<file path="src/rtl/median_filter_3x3_rgba_assert.svh">
// assertion macros shared by the median filter rtl
`ifndef MEDIAN_FILTER_3X3_RGBA_ASSERT_SVH
`define MEDIAN_FILTER_3X3_RGBA_ASSERT_SVH

// condition must hold at every clock edge out of reset
`define MF3_ALWAYS(name, cond, msg) \
    name: assert property (@(posedge clk) disable iff (!rst_n) (cond)) else $error(msg);

// consequence must hold in the cycle after the trigger
`define MF3_NEXT(name, trig, cons, msg) \
    name: assert property (@(posedge clk) disable iff (!rst_n) (trig) |=> (cons)) \
        else $error(msg);

`endif

</file>
<file path="src/rtl/mf3_pkg.sv">
// types, constants and compare helpers of the 3x3 rgba median filter
`default_nettype none

package mf3_pkg;

    localparam int MAX_WIDTH      = 1024;
    localparam int COL_W          = $clog2(MAX_WIDTH);
    localparam int WIDTH_FIELD_W  = 11;
    localparam int HEIGHT_FIELD_W = 13;
    localparam int ROW_W          = HEIGHT_FIELD_W;
    localparam int IN_ROW_W       = ROW_W + 1;
    localparam int CFG_IDX_W      = 1;
    localparam int CFG_DATA_W     = HEIGHT_FIELD_W;
    localparam int CHAN_W         = 8;
    localparam int COLORS         = 3;
    localparam int WIN_TAPS       = 9;
    localparam int WIN_CENTER     = 4;

    localparam int IMAGE_WIDTH_RESET  = 640;
    localparam int IMAGE_HEIGHT_RESET = 480;

    localparam logic [CFG_IDX_W-1:0] REG_IMAGE_WIDTH  = 1'b0;
    localparam logic [CFG_IDX_W-1:0] REG_IMAGE_HEIGHT = 1'b1;

    typedef logic [CHAN_W-1:0] chan_t;

    typedef struct packed {
        chan_t alpha;
        chan_t blue;
        chan_t green;
        chan_t red;
    } pixel_t;

    // index row*3 + column, column 2 newest
    typedef pixel_t [WIN_TAPS-1:0] window_t;

    typedef logic [CHAN_W*COLORS-1:0] color_t;

    typedef struct packed {
        chan_t hi;
        chan_t mid;
        chan_t lo;
    } trio_t;

    function automatic chan_t min8(input chan_t a, input chan_t b);
        return (a < b) ? a : b;
    endfunction

    function automatic chan_t max8(input chan_t a, input chan_t b);
        return (a < b) ? b : a;
    endfunction

    function automatic chan_t med3(input chan_t a, input chan_t b, input chan_t c);
        return max8(min8(a, b), min8(max8(a, b), c));
    endfunction

    function automatic trio_t sort3(input chan_t a, input chan_t b, input chan_t c);
        trio_t t;
        t.lo  = min8(min8(a, b), c);
        t.hi  = max8(max8(a, b), c);
        t.mid = med3(a, b, c);
        return t;
    endfunction

endpackage

`default_nettype wire

</file>
<file path="src/rtl/mf3_median.sv">
// two-level median network for red, green and blue of a 3x3 window
`default_nettype none

module mf3_median
    import mf3_pkg::*;
(
    input  logic    clk,
    input  logic    en,
    input  window_t window,
    output color_t  med
);

    for (genvar ch = 0; ch < COLORS; ch++) begin : g_chan
        trio_t rows_reg [3];

        // level one: sort each window row
        always_ff @(posedge clk)
        begin
            if (en)
            begin
                for (int r = 0; r < 3; r++)
                begin
                    rows_reg[r] <= sort3(window[3*r][CHAN_W*ch +: CHAN_W],
                                         window[3*r+1][CHAN_W*ch +: CHAN_W],
                                         window[3*r+2][CHAN_W*ch +: CHAN_W]);
                end
            end
        end

        // level two: max of lows, median of mids, min of highs, then their median
        assign med[CHAN_W*ch +: CHAN_W] =
            med3(max8(max8(rows_reg[0].lo, rows_reg[1].lo), rows_reg[2].lo),
                 med3(rows_reg[0].mid, rows_reg[1].mid, rows_reg[2].mid),
                 min8(min8(rows_reg[0].hi, rows_reg[1].hi), rows_reg[2].hi));
    end

endmodule

`default_nettype wire

</file>
<file path="config.mk">
export PLATFORM = sky130hd
export DESIGN_NAME = mf3_median
export DESIGN_NICKNAME = d
export VERILOG_FILES = /design/src/rtl/median_filter_3x3_rgba_assert.svh /design/src/rtl/mf3_pkg.sv /design/src/rtl/mf3_median.sv
export SDC_FILE = /design/constraint.sdc
export NUM_CORES = 1
export LEC_CHECK = 0
export CAP_MARGIN = 10
export CORE_MARGIN = 4
export CORE_UTILIZATION = 50
export CTS_BUF_LIST = sky130_fd_sc_hd__clkbuf_16
export DETAILED_ROUTE_END_ITERATION = 10
export DONT_BUFFER_PORTS = 1
export GPL_ROUTABILITY_DRIVEN = 0
export HOLD_SLACK_MARGIN = 0.12
export PLACE_DENSITY_LB_ADDON = 0.05
export SYNTH_ARGS = -nofsm -noshare
export SYNTH_HDL_FRONTEND = slang
export SYNTH_SLANG_ARGS = --single-unit
</file>
<file path="constraint.sdc">
create_clock -name clk -period 16.1 [get_ports clk]
set_input_delay 3.22 -clock clk [delete_from_list [all_inputs] [get_ports clk]]
set_output_delay 3.22 -clock clk [all_outputs]
set_load 0.02 [all_outputs]
</file>
==> qor.yml, run 1 <==
clock_tree:
  clkTransAtPathRegs_ns: 0.07
  clockBufferDepth: 3
  cts_tree: "done"
  cts-htree-levels: 1
  cts.sinks: 216
  clockRootBuffer: "clkbuf_16"
  hold_buffers: 0
  cts_buffers: 27
synth:
  synth_simple_gate_area_share_pct: 12.60
  synth_xor_area_share_pct: 0.06490
  syn_area_per_cell_um2: 8.574
  synth_fa_ha_area_share_pct: 21.07
  syn_area_mm2: 0.02699
  yosysWarnings: 0
  syn_nets: 3891
  synth_edf_count: 216
  synth_top_family_by_area: "adder cells"
  synth_top_area_share_pct: 24.03
  async_reset_ff_share_pct: 0
  ys_ff_latch: 216
  synth_seq_area_share_pct: 24.03
  yosysTopAreaCell: "edfxtp_1"
  synth_cell_type_count: 102
  synthCells: 3148
  muxShareOfSynthArea_pct: 14.41
  synth_area_leaders: "edfxtp_1 (24%), ha_1 (21%), mux2i_1 (8.5%), inv_1 (5.6%), mux2_2 (5.0%)"
  synth_compound_area_share_pct: 20.75
  synth_ff_type: "edfxtp_1"
placed_design:
  placed_cell_area_mm2: 0.02763
  hpwl_um: 59160
  portBuffers: 0
final_layout:
  num-fill-cells: 4901
  design_area_mm2: 0.02874
  multiInputGateArea_mm2: 0.01872
  largest_register_ff_count: 216
  drive_gt1_share_pct: 8.964
  ff_latch_area_mm2: 0.006486
  fin_nets: 3868
  area_growth_pct: 6.486
  num_antenna_cells: 0
die:
  start_util_pct: 50.95
  core.rowCount: 84
  core_mm2: 0.05297
  fp.dieW_um: 240.3
  io_pins: 314
  die_y_um: 240.3
  die_area_mm2: 0.05776
route:
  num_vias: 22480
  drc: 0
  detail-route-antenna-nets: 0
  dr.pass1.iters: 6
  drt_iter0_markers: 1554
  viasPerCell: 5.864
  drt_wl_total_um: 72440
  wl_per_cell_um: 18.89
grt:
  grt_pass1_vias: 21390
  grt_pass1_wl_um: 112400
  grt_max_degree: 217
  track_usage_pct: 23.96
  antenna_found_initial: 0
  overflow: 0
worst_setup_path:
  crit_slowest_cell: "a41oi_1"
  cp.arrival_ns: 12.10
  critPathLaunchType: "flop"
  crit_fanout: 24
  cpPeakStageDelay_ns: 0.50
  cp-startpoint: "g_chan[0].rows_reg[0][34]$_DFFE_PP_"
  worstPathRequired_ns: 12.88
  cp_common_cell: "ha_1"
  crit_path_end_kind: "output pin"
  critPathKind: "reg2out"
worst_hold_path:
  min_path_type: "in2reg"
  min_from: "en"
timing:
  maxClockFrequency_mhz: 65.28
  setup_violations: 0
  hold_viol: 0
  relSlewSlack_pct: 26.01
  fin_crit_ns: 15.32
  worstMarginPinSlew_ns: 1.110
  slew_violations: 0
  fin_crit_sh_pct: 95.14
flow_run:
  cap_viol_max_count: 0
outcome:
  status: "finished, final reports clean"
-- stage by stage --
stage	worst slack (ns)	hold slack (ns)	util (%)	TNS [ns]	std cells
after floorplan	2.411	3.333	-	0	3148
after global placement	0.5729	3.402	52.17	0	3768
after detailed placement	0.1715	3.383	52.17	0	3768
after CTS	0.1264	2.808	53.91	0	3821
after global routing	-0.03767	2.817	54.26	-0.06142	3834
final	0.7818	2.868	54.26	0	3834
-- synth_stat cells (4+ instances only) --
master	n
a2111o_1	5
a2111oi_0	15
a211o_1	21
a211oi_1	20
a21boi_0	5
a21o_1	119
a21oi_1	226
a21oi_2	9
a221oi_1	6
a31oi_1	11
a41oi_1	4
and2_1	9
and3_1	11
and4_1	8
buf_2	8
buf_4	4
buf_6	4
clkbuf_1	69
edfxtp_1	216
ha_1	453
inv_1	400
mux2_1	16
mux2_2	121
mux2i_1	230
nand2_1	281
nand2b_1	36
nand3_1	43
nand4_1	17
nor2_1	219
nor2_2	4
nor2b_1	31
nor3_1	40
nor4_1	4
o2111ai_1	10
o211ai_1	20
o21a_1	46
o21ai_0	256
o21ai_1	17
o21bai_1	4
o221ai_1	6
o22ai_1	7
o31ai_1	4
or2_2	15
or3_1	12
-- layer usage --
| layer | GRT usage (%) | wire, um |
|---|---|---|
| met1 | 32.63 | 33390 |
| met2 | 40.86 | 33890 |
| met3 | 3.889 | 3885 |
| met4 | 4.092 | 1273 |
| met5 | 0 | 0 |
-- kinds of logic after synthesis --
kind of cell,after synthesis
mux,370
fa+ha+maj,455
flops,216
compound gates,871
buf+inv,489
xor+xnor,2
simple gates,745
-- path summary, 6_finish.rpt --
check	endpoint	cells after the start
min	g_chan[0].rows_reg[0][65]$_DFFE_PP_	0
max	med[6]	46
-- cell usage in the layout, fill, tap and decap left out, types with 5 or more instances in the layout --
master / synthesis / final
ha_1: 453 / 453
inv_1: 400 / 403
nand2_1: 281 / 281
o21ai_0: 256 / 253
mux2i_1: 230 / 228
a21oi_1: 226 / 219
nor2_1: 219 / 218
edfxtp_1: 216 / 216
mux2_2: 121 / 121
a21o_1: 119 / 117
o21a_1: 46 / 45
nand3_1: 43 / 43
nor3_1: 40 / 40
nand2b_1: 36 / 35
buf_4: 4 / 35
nor2b_1: 31 / 31
clkbuf_16: 0 / 27
a211o_1: 21 / 21
o211ai_1: 20 / 20
a211oi_1: 20 / 20
o21ai_1: 17 / 19
nand4_1: 17 / 17
a21oi_2: 9 / 16
mux2_1: 16 / 16
or2_2: 15 / 15
a2111oi_0: 15 / 14
or3_1: 12 / 12
and3_1: 11 / 11
a31oi_1: 11 / 10
o2111ai_1: 10 / 10
and2_1: 9 / 9
and4_1: 8 / 8
o22ai_1: 7 / 7
o221ai_1: 6 / 6
nor2_2: 4 / 5
a21boi_0: 5 / 5
a2111o_1: 5 / 5
clkinvlp_4: 0 / 5
clkinv_2: 0 / 5
-- timing repair --
item                                   CTS  global route
endpoints found under the hold margin    0             0
pin swaps                                2             3
buffers inserted                         2            12
cloned                                   1             0
gates resized for setup                  1            20
setup endpoints to repair               15            24
-- critical path, delay by kind of cell, from the launching register on --
family / cells / cell delay (ns)
AO/OA/AOI/OAI: 23 / 6.08
adder cells (fa/ha/maj): 6 / 1.85
buffers and inverters: 4 / 0.57
flip-flops: 1 / 0.46
multiplexers: 2 / 0.59
AND/OR/NAND/NOR: 11 / 1.97
-- area by class of cell --
cell class                 count  area share, %
multi-input combinational   2444          65.14
sequential                   216          22.57
inverter                     400          5.224
tap                          688          2.995
clock buffer                  27          2.351
timing repair buffer          36         0.9534
clock inverter                23         0.7706
Power of run 1 is not shown: default switching activity piles up to over one toggle a cycle in this logic, so the estimate is an artifact.
==> run 2, diff against run 1 <==
Settings changed: MAX_ROUTING_LAYER set to met4.
==> qor.yml, run 2 (synthesized netlist as in run 1, its figures left out) <==
outcome:
  status: "finished, final reports clean"  # unchanged
die:
  die_area_mm2: 0.05776  # unchanged
  die_y_um: 240.3  # unchanged
  start_util_pct: 50.95  # unchanged
  core.rowCount: 84  # unchanged
  core_mm2: 0.05297  # unchanged
  io_pins: 314  # unchanged
  fp.dieW_um: 240.3  # unchanged
placed_design:
  dp_cells: 3768  # unchanged
  hpwl_um: 59160  # unchanged
  portBuffers: 0  # unchanged
clock_tree:
  cts_buffers: 27  # unchanged
  cts.sinks: 216  # unchanged
  clockBufferDepth: 3  # unchanged
  cts-htree-levels: 1  # unchanged
  clkTransAtPathRegs_ns: 0.07  # about the same
  clockRootBuffer: "clkbuf_16"  # unchanged
  cts_tree: "done"  # unchanged
  hold_buffers: 0  # unchanged
final_layout:
  largest_register_ff_count: 216  # unchanged
  postLayoutCoreUtil_pct: 54.20  # was 54.26%
  final_common_cell: "ha_1"  # unchanged
  area_growth_pct: 6.374  # was 6.486%
  fin_nets: 3865  # was 3868
  final_cell_mix: "ha_1 (453), inv_1 (403), nand2_1 (281)"  # unchanged
  fin_cells: 3832  # was 3834
  drive_gt1_share_pct: 8.781  # was 8.964%
  num-fill-cells: 4906  # was 4901
worst_setup_path:
  cpPeakStageDelay_ns: 0.53  # was 0.50 ns
  cp_common_cell: "ha_1"  # unchanged
  crit_path_end_kind: "output pin"  # unchanged
  crit_fanout: 24  # unchanged
  critPathKind: "reg2out"  # unchanged
  critPathLaunchType: "flop"  # unchanged
  cp.arrival_ns: 12.10  # about the same
  crit_slowest_cell: "edfxtp_1"  # was a41oi_1
  worstPathRequired_ns: 12.88  # about the same
grt:
  overflow: 0  # unchanged
  track_usage_pct: 24.66  # was 23.96%
  use_met3_pct: 3.866  # was 3.889%
  grt_pass1_wl_um: 112400  # about the same
  grt_pass1_vias: 21390  # about the same
  antenna_found_initial: 0  # unchanged
  grt_busiest_layer: "met2"  # unchanged
  use_met1_pct: 32.56  # was 32.63%
  grt_max_degree: 217  # unchanged
  grtUsageMet2_pct: 40.86  # unchanged
route:
  viasPerCell: 5.884  # was 5.864
  wl_per_cell_um: 18.89  # about the same
  drc: 0  # unchanged
  detail-route-antenna-nets: 0  # unchanged
  dr.pass1.iters: 7  # was 6
  drt_wl_total_um: 72370  # was 72440 um
  drt_iter0_markers: 1577  # was 1554
  num_vias: 22550  # was 22480
timing:
  maxClockFrequency_mhz: 65.28  # about the same
  fin_crit_ns: 15.32  # about the same
  fin_tns_setup_ns: 0  # unchanged
  slew_violations: 0  # unchanged
  setup_violations: 0  # unchanged
  fin_crit_sh_pct: 95.14  # about the same
  worstMarginPinSlew_ns: 1.126  # was 1.110 ns
  rsz0062_at_grt: "true"
  relSlewSlack_pct: 24.90  # was 26.01%
  hold_viol: 0  # unchanged
worst_hold_path:
  min_path_type: "in2reg"  # unchanged
flow_run:
  cap_viol_max_count: 0  # unchanged
[run 2: final timing paths]
check | depth (start not counted) | startpoint | to | slack [ns]
max | 44 | g_chan[0].rows_reg[0][9]$_DFFE_PP_ | med[6] | 0.78
min | 2 | window[192] | g_chan[0].rows_reg[0][56]$_DFFE_PP_ | 2.87
[run 2: repair_timing]
item                                    in CTS  in global routing
gates resized for setup                      1                 17
cloned                                       1                  0
endpoints found under the setup margin      15                 24
setup buffers                                2                  9
pin swaps                                    2                  2
hold endpoints to repair                     0                  0
[run 2: final cells by class]
| class | instances | area, um^2 | share of cell area [%] |
|---|---|---|---|
| multi-input combinational | 2444 | 18710 | 65.17 |
| sequential | 216 | 6486 | 22.59 |
| inverter | 400 | 1501 | 5.230 |
| tap | 688 | 860.8 | 2.998 |
| clock buffer | 27 | 675.6 | 2.353 |
| timing repair buffer | 33 | 251.5 | 0.8760 |
| clock inverter | 23 | 221.5 | 0.7714 |
| antenna | 1 | 2.502 | 0.008716 |
[run 2: metrics by stage]
step	setup WS, ns	hold WS, ns	cell area, um^2
after floorplan	2.411	3.333	26990
after global placement	0.5729	3.402	27630
after CTS	0.1264	2.808	28560
final	0.7817	2.874	28710
after detailed placement	0.1715	3.383	27630
after global routing	-0.1205	2.817	28710
[run 2: worst max-delay path: cells and delay by family, from the launching register on]
kind                     cells  cell delay (ns)
AND/OR/NAND/NOR             10             1.65
buffers and inverters        3             0.41
multiplexers                 2             0.59
AO/OA/AOI/OAI               23             6.34
flip-flops                   1             0.53
adder cells (fa/ha/maj)      6             1.99
[run 2: metal layers]
layer | part of all wire, % | up-vias
li1 | - | 11380
met1 | 46 | 10540
met2 | 47 | 533
met3 | 5.4 | 89
met4 | 1.8 | 0
met5 | 0 | -
Power of run 2 is left out for the same reason.
